==> config.mk <==
export PLATFORM = sky130hd
export DESIGN_NAME = ost_cell
export DESIGN_NICKNAME = d
export VERILOG_FILES = /design/src/rtl/core/ost_pkg.sv /design/src/rtl/core/ost_cell.sv
export SDC_FILE = /design/constraint.sdc
export NUM_CORES = 1
export LEC_CHECK = 0
export BUFFER_PORTS_ARGS = -buffer_cell sky130_fd_sc_hd__buf_4
export CAP_MARGIN = 25
export CORE_MARGIN = 3
export CORE_UTILIZATION = 46
export CTS_CLUSTER_DIAMETER = 30
export DETAILED_ROUTE_END_ITERATION = 10
export GPL_TIMING_DRIVEN = 0
export PLACE_DENSITY_LB_ADDON = 0.2
export SETUP_SLACK_MARGIN = 0.05
export SYNTH_ARGS = -nofsm -noshare
export SYNTH_HDL_FRONTEND = slang
export SYNTH_SLANG_ARGS = --single-unit
==> constraint.sdc <==
create_clock -name i_clk -period 3.2 [get_ports i_clk]
set_input_delay 0.32 -clock i_clk [delete_from_list [all_inputs] [get_ports i_clk]]
set_output_delay 0.32 -clock i_clk [all_outputs]
set_load 0.02 [all_outputs]
==> src/rtl/core/ost_pkg.sv <==
// Shared types and codes for the order-statistic set.
// Used by ost_cell, ost_tree and order_statistic_set; depends on nothing.
`timescale 1ns / 1ps
`default_nettype none

package ost_pkg;

    localparam int KEY_W = 32;

    localparam logic [1:0] MODE_INSERT = 2'd0;
    localparam logic [1:0] MODE_DELETE = 2'd1;
    localparam logic [1:0] MODE_SELECT = 2'd2;
    localparam logic [1:0] MODE_COUNT  = 2'd3;

    localparam logic [1:0] STATUS_OK       = 2'd0;
    localparam logic [1:0] STATUS_BAD_RANK = 2'd1;
    localparam logic [1:0] STATUS_FULL     = 2'd2;

    typedef struct packed {
        logic              present;
        logic              found;
        logic [KEY_W-1:0]  data;
    } t_red;

    typedef struct packed {
        logic                     cmp_en;
        logic                     ins_en;
        logic                     del_en;
        logic                     sel_mode;
        logic signed [KEY_W-1:0]  value;
    } t_cell_cmd;

endpackage

`default_nettype wire

==> src/rtl/core/ost_cell.sv <==
// One storage cell of the sorted key chain: key, compare flags, shift logic.
// Depends on ost_pkg.
`timescale 1ns / 1ps
`default_nettype none

module ost_cell #(
    parameter int CAPACITY = 1024,
    parameter int IDX      = 0
) (
    input  wire logic                                   i_clk,
    input  wire ost_pkg::t_cell_cmd                     i_cmd,
    input  wire logic [$clog2(CAPACITY+1)-1:0]          i_count,
    input  wire logic [$clog2(CAPACITY)-1:0]            i_sel_idx,
    input  wire logic                                   i_prev_lt,
    input  wire logic signed [ost_pkg::KEY_W-1:0]       i_prev_key,
    input  wire logic signed [ost_pkg::KEY_W-1:0]       i_next_key,
    output logic                                        o_lt,
    output logic signed [ost_pkg::KEY_W-1:0]            o_key,
    output ost_pkg::t_red                               o_leaf
);

    localparam int CNT_W = $clog2(CAPACITY + 1);
    localparam int SEL_W = $clog2(CAPACITY);
    localparam logic [CNT_W-1:0] IDX_CNT = CNT_W'(IDX);
    localparam logic [SEL_W-1:0] IDX_SEL = SEL_W'(IDX);
    localparam logic [ost_pkg::KEY_W-1:0] IDX_DATA = ost_pkg::KEY_W'(IDX);

    logic signed [ost_pkg::KEY_W-1:0] r_key;
    logic signed [ost_pkg::KEY_W-1:0] n_key;
    logic                             r_lt;
    logic                             r_eq;
    logic                             occ;
    logic                             boundary;

    assign occ      = IDX_CNT < i_count;
    assign boundary = i_prev_lt & ~r_lt;

    always_comb begin
        n_key = r_key;
        if (i_cmd.ins_en && !r_lt) begin
            n_key = i_prev_lt ? i_cmd.value : i_prev_key;
        end else if (i_cmd.del_en && !r_lt) begin
            n_key = i_next_key;
        end
    end

    always_ff @(posedge i_clk) begin
        r_key <= n_key;
        if (i_cmd.cmp_en) begin
            r_lt <= occ && (r_key < i_cmd.value);
            r_eq <= occ && (r_key == i_cmd.value);
        end
    end

    always_comb begin
        o_leaf.present = r_eq;
        o_leaf.found   = boundary;
        if (i_cmd.sel_mode) begin
            o_leaf.data = (IDX_SEL == i_sel_idx) ? r_key : '0;
        end else begin
            o_leaf.data = boundary ? IDX_DATA : '0;
        end
    end

    assign o_lt  = r_lt;
    assign o_key = r_key;

endmodule

`default_nettype wire

==> results.ini <==
[outcome]
result_of_the_run = completed

[clock_tree]
cts_post_setup_buffers_inserted = 0
post_cts.resized_instances = 0
worst_setup_hold_path_clk_slew_ns = 0.06
clock_insertion_delay_worst_skew_ns = 0.29
cts_buffers = 5
cts.sink_count = 34
clock_tree.htree_level_count = 2
cts-root-buf = clkbuf_8
clock_tree.buffer_depth = 2
cts.hold.buffers_added = 0
clock_tree_from_tritoncts = yes

[finish]
n_fill_cell = 434
commonest_non_fill_non_tap_cell_in_the_layout = buf_4
num-nets-final = 657
n_antenna_cell = 0
layout.cells.most_common_list = 190 x buf_4, 39 x nand2_1, 38 x o21ai_0
finalNonFillerCells = 574
drive_gt1_share_pct = 45.0
area_growth_syn_to_layout_pct = 56.7

[setup_path]
timing.setup.critical_path_class = input pin to output pin
worst-path-max-fanout = 10
timing.critical_path.slowest_cell_delay_ns = 0.39
rrSetupSlack_ns = 1.20
required_ns = 2.88
worstPathArrival_ns = 1.88
cp_cell_instances = buf_4 > nor4_1 > nand2_1 > nor4b_4 > clkbuf_2 > and2_2 > buf_4
cp-start-kind = input pin
cpMaxStageDelayCell = nor4b_4
cp_common_cell = buf_4
cp-end-kind = output pin

[route]
route.vias.total = 3000
detailedRoute.firstIterationViolations = 102
drt.antenna.violating_nets = 0
wirelength_mm = 9.68
remaining_drc_errors = 0
routedWlPerCell_um = 16.9
drt_first_pass_iters = 4
vias_per_cell = 5.23

[placement]
gp_congestion = 0.876
placed_cells_incl_taps = 567
detailed_place_hpwl_mm = 8.03
place.port_buffers = 188

[grt]
number_of_global_route_vias_before_repair = 3101
groute.usage.overall_pct = 26.2
grt_overflow_total = 0
global_route_wire_length_before_repair_mm = 14.8
grt_start_max_net_pins = 24
antenna_violations_before_repair = 0

[flow_run]
drv_cap = 0

[floorplanning]
fp.coreArea_um2 = 5740
start_util_pct = 49.3
rows = 27
top_level_ports = 190
dieHeight_um = 84.5
fp.dieW_um = 84.5
die_area_um2 = 7140

[sta]
setup_viol_count_final = 0
slew_headroom_pct = 67.5
count_of_final_hold_check_violations = 0
max_clock_freq_ghz = 0.454
min_period_ns = 2.20
tns_ns = 0
tightestPinTransition_ns = 0.488
report.final.slew_viol_count = 0
min_period_over_period_pct = 68.8
rsz0062_at_grt = no
finClkSkew_ns = 0.00722
timing.hold.ws_ns = 0.239

[yosys]
sequential_area_share_after_synthesis_pct = 36.0
synth_cell_type_count = 29
average_cell_area_after_synthesis_um2 = 9.26
syn-num-nets = 461
syn_area_um2 = 2830
synth_edf_count = 34
synthesis.instances = 306
postSynth.topFlopCell = edfxtp_1
ys_async_sr_fraction_pct = 0
ys_seq_elements = 34
synthesis.yosys.warnings = 0

[pwr]
ir_worst_vdd_v = 0.000216
p_per_area_nw_per_um2 = 347
leakage_nw = 2.32

[hold_path]
holdCritPathClass = input pin to register

## worst max-delay path, delay by kind of cell
kind | cells | cell delay (ns)
buf+inv | 3 | 0.55
simple gates | 4 | 1.01
## cells in the mapped netlist, types with 2 or more instances
cell type   n  area, um^2
and4_1      3        26.3
o21ai_0    38         190
clkbuf_2    3        15.0
buf_4       2        15.0
nand2b_1    4        25.0
and2_1     11        68.8
mux2i_1    33         330
clkbuf_1    7        26.3
nand4_1     6        37.5
edfxtp_1   34        1020
nor2_1      5        18.8
a211oi_1    2        15.0
buf_2       4        20.0
and2_2     21         158
a21oi_1    14        70.1
inv_1      32         120
ha_1       32         400
nor4_1      4        25.0
nand2_1    39         146
nor2b_1     3        18.8
## routing by layer
layer | up-vias | routed length, um | GRT usage (%)
met3 | 15 | 790 | 7.16
li1 | 1464 | - | -
met5 | - | 0 | 0
met4 | 0 | 172 | 7.19
met2 | 142 | 5240 | 51.0
met1 | 1379 | 3480 | 27.3
## sequential cells by signal, indices dropped and copies added, names as in the netlist
signal,count
r_eq,1
o_key,32
o_lt,1
## logic make-up (layout without fill, tap and decap cells)
kind of cell | count (synthesis) | count (layout) | share of synthesized area (%)
compound gates | 59 | 59 | 11.2
fa+ha+maj | 32 | 32 | 14.1
buf+inv | 48 | 244 | 6.93
flops | 34 | 34 | 36.0
mux | 33 | 33 | 11.7
simple gates | 100 | 100 | 20.1
## power breakdown
| group | internal [mW] | switching [mW] |
|---|---|---|
| registers | 0.578 | 0.0518 |
| logic | 0.291 | 0.309 |
| clock network | 0.150 | 0.160 |
| total | 1.02 | 0.521 |
## layout make-up
type / instances / area, um^2 / share of cell area (%)
plain buffers: 16 / 76.3 / 1.72
clock buffers: 7 / 76.3 / 1.72
inverters: 32 / 120 / 2.71
multi-input cells: 224 / 1620 / 36.6
flip-flops and latches: 34 / 1020 / 23.0
well taps: 72 / 90.1 / 2.03
repair buffers: 189 / 1430 / 32.3
## worst paths after layout
check | start | endpoint | depth (start not counted)
min reg2reg | o_lt | o_key[29] | 1
min | i_cmd[35] | r_eq | 1
max reg2reg | o_key[23] | o_lt | 6
max | i_sel_idx[1] | o_leaf[11] | 7
## through the flow
stage,setup slack (ns),total power [mW],utilization (%),cell area (um^2)
6_report,0.998,1.54,77.3,4440
5_1_grt,0.873,1.63,77.3,4440
3_5_place_dp,0.976,1.24,75.9,4360
2_1_floorplan,0.863,0.929,-,2830
3_3_place_gp,0.176,1.21,75.5,4330
4_1_cts,0.967,1.55,77.3,4440
Note: power is estimated with default switching activity, not from simulation.
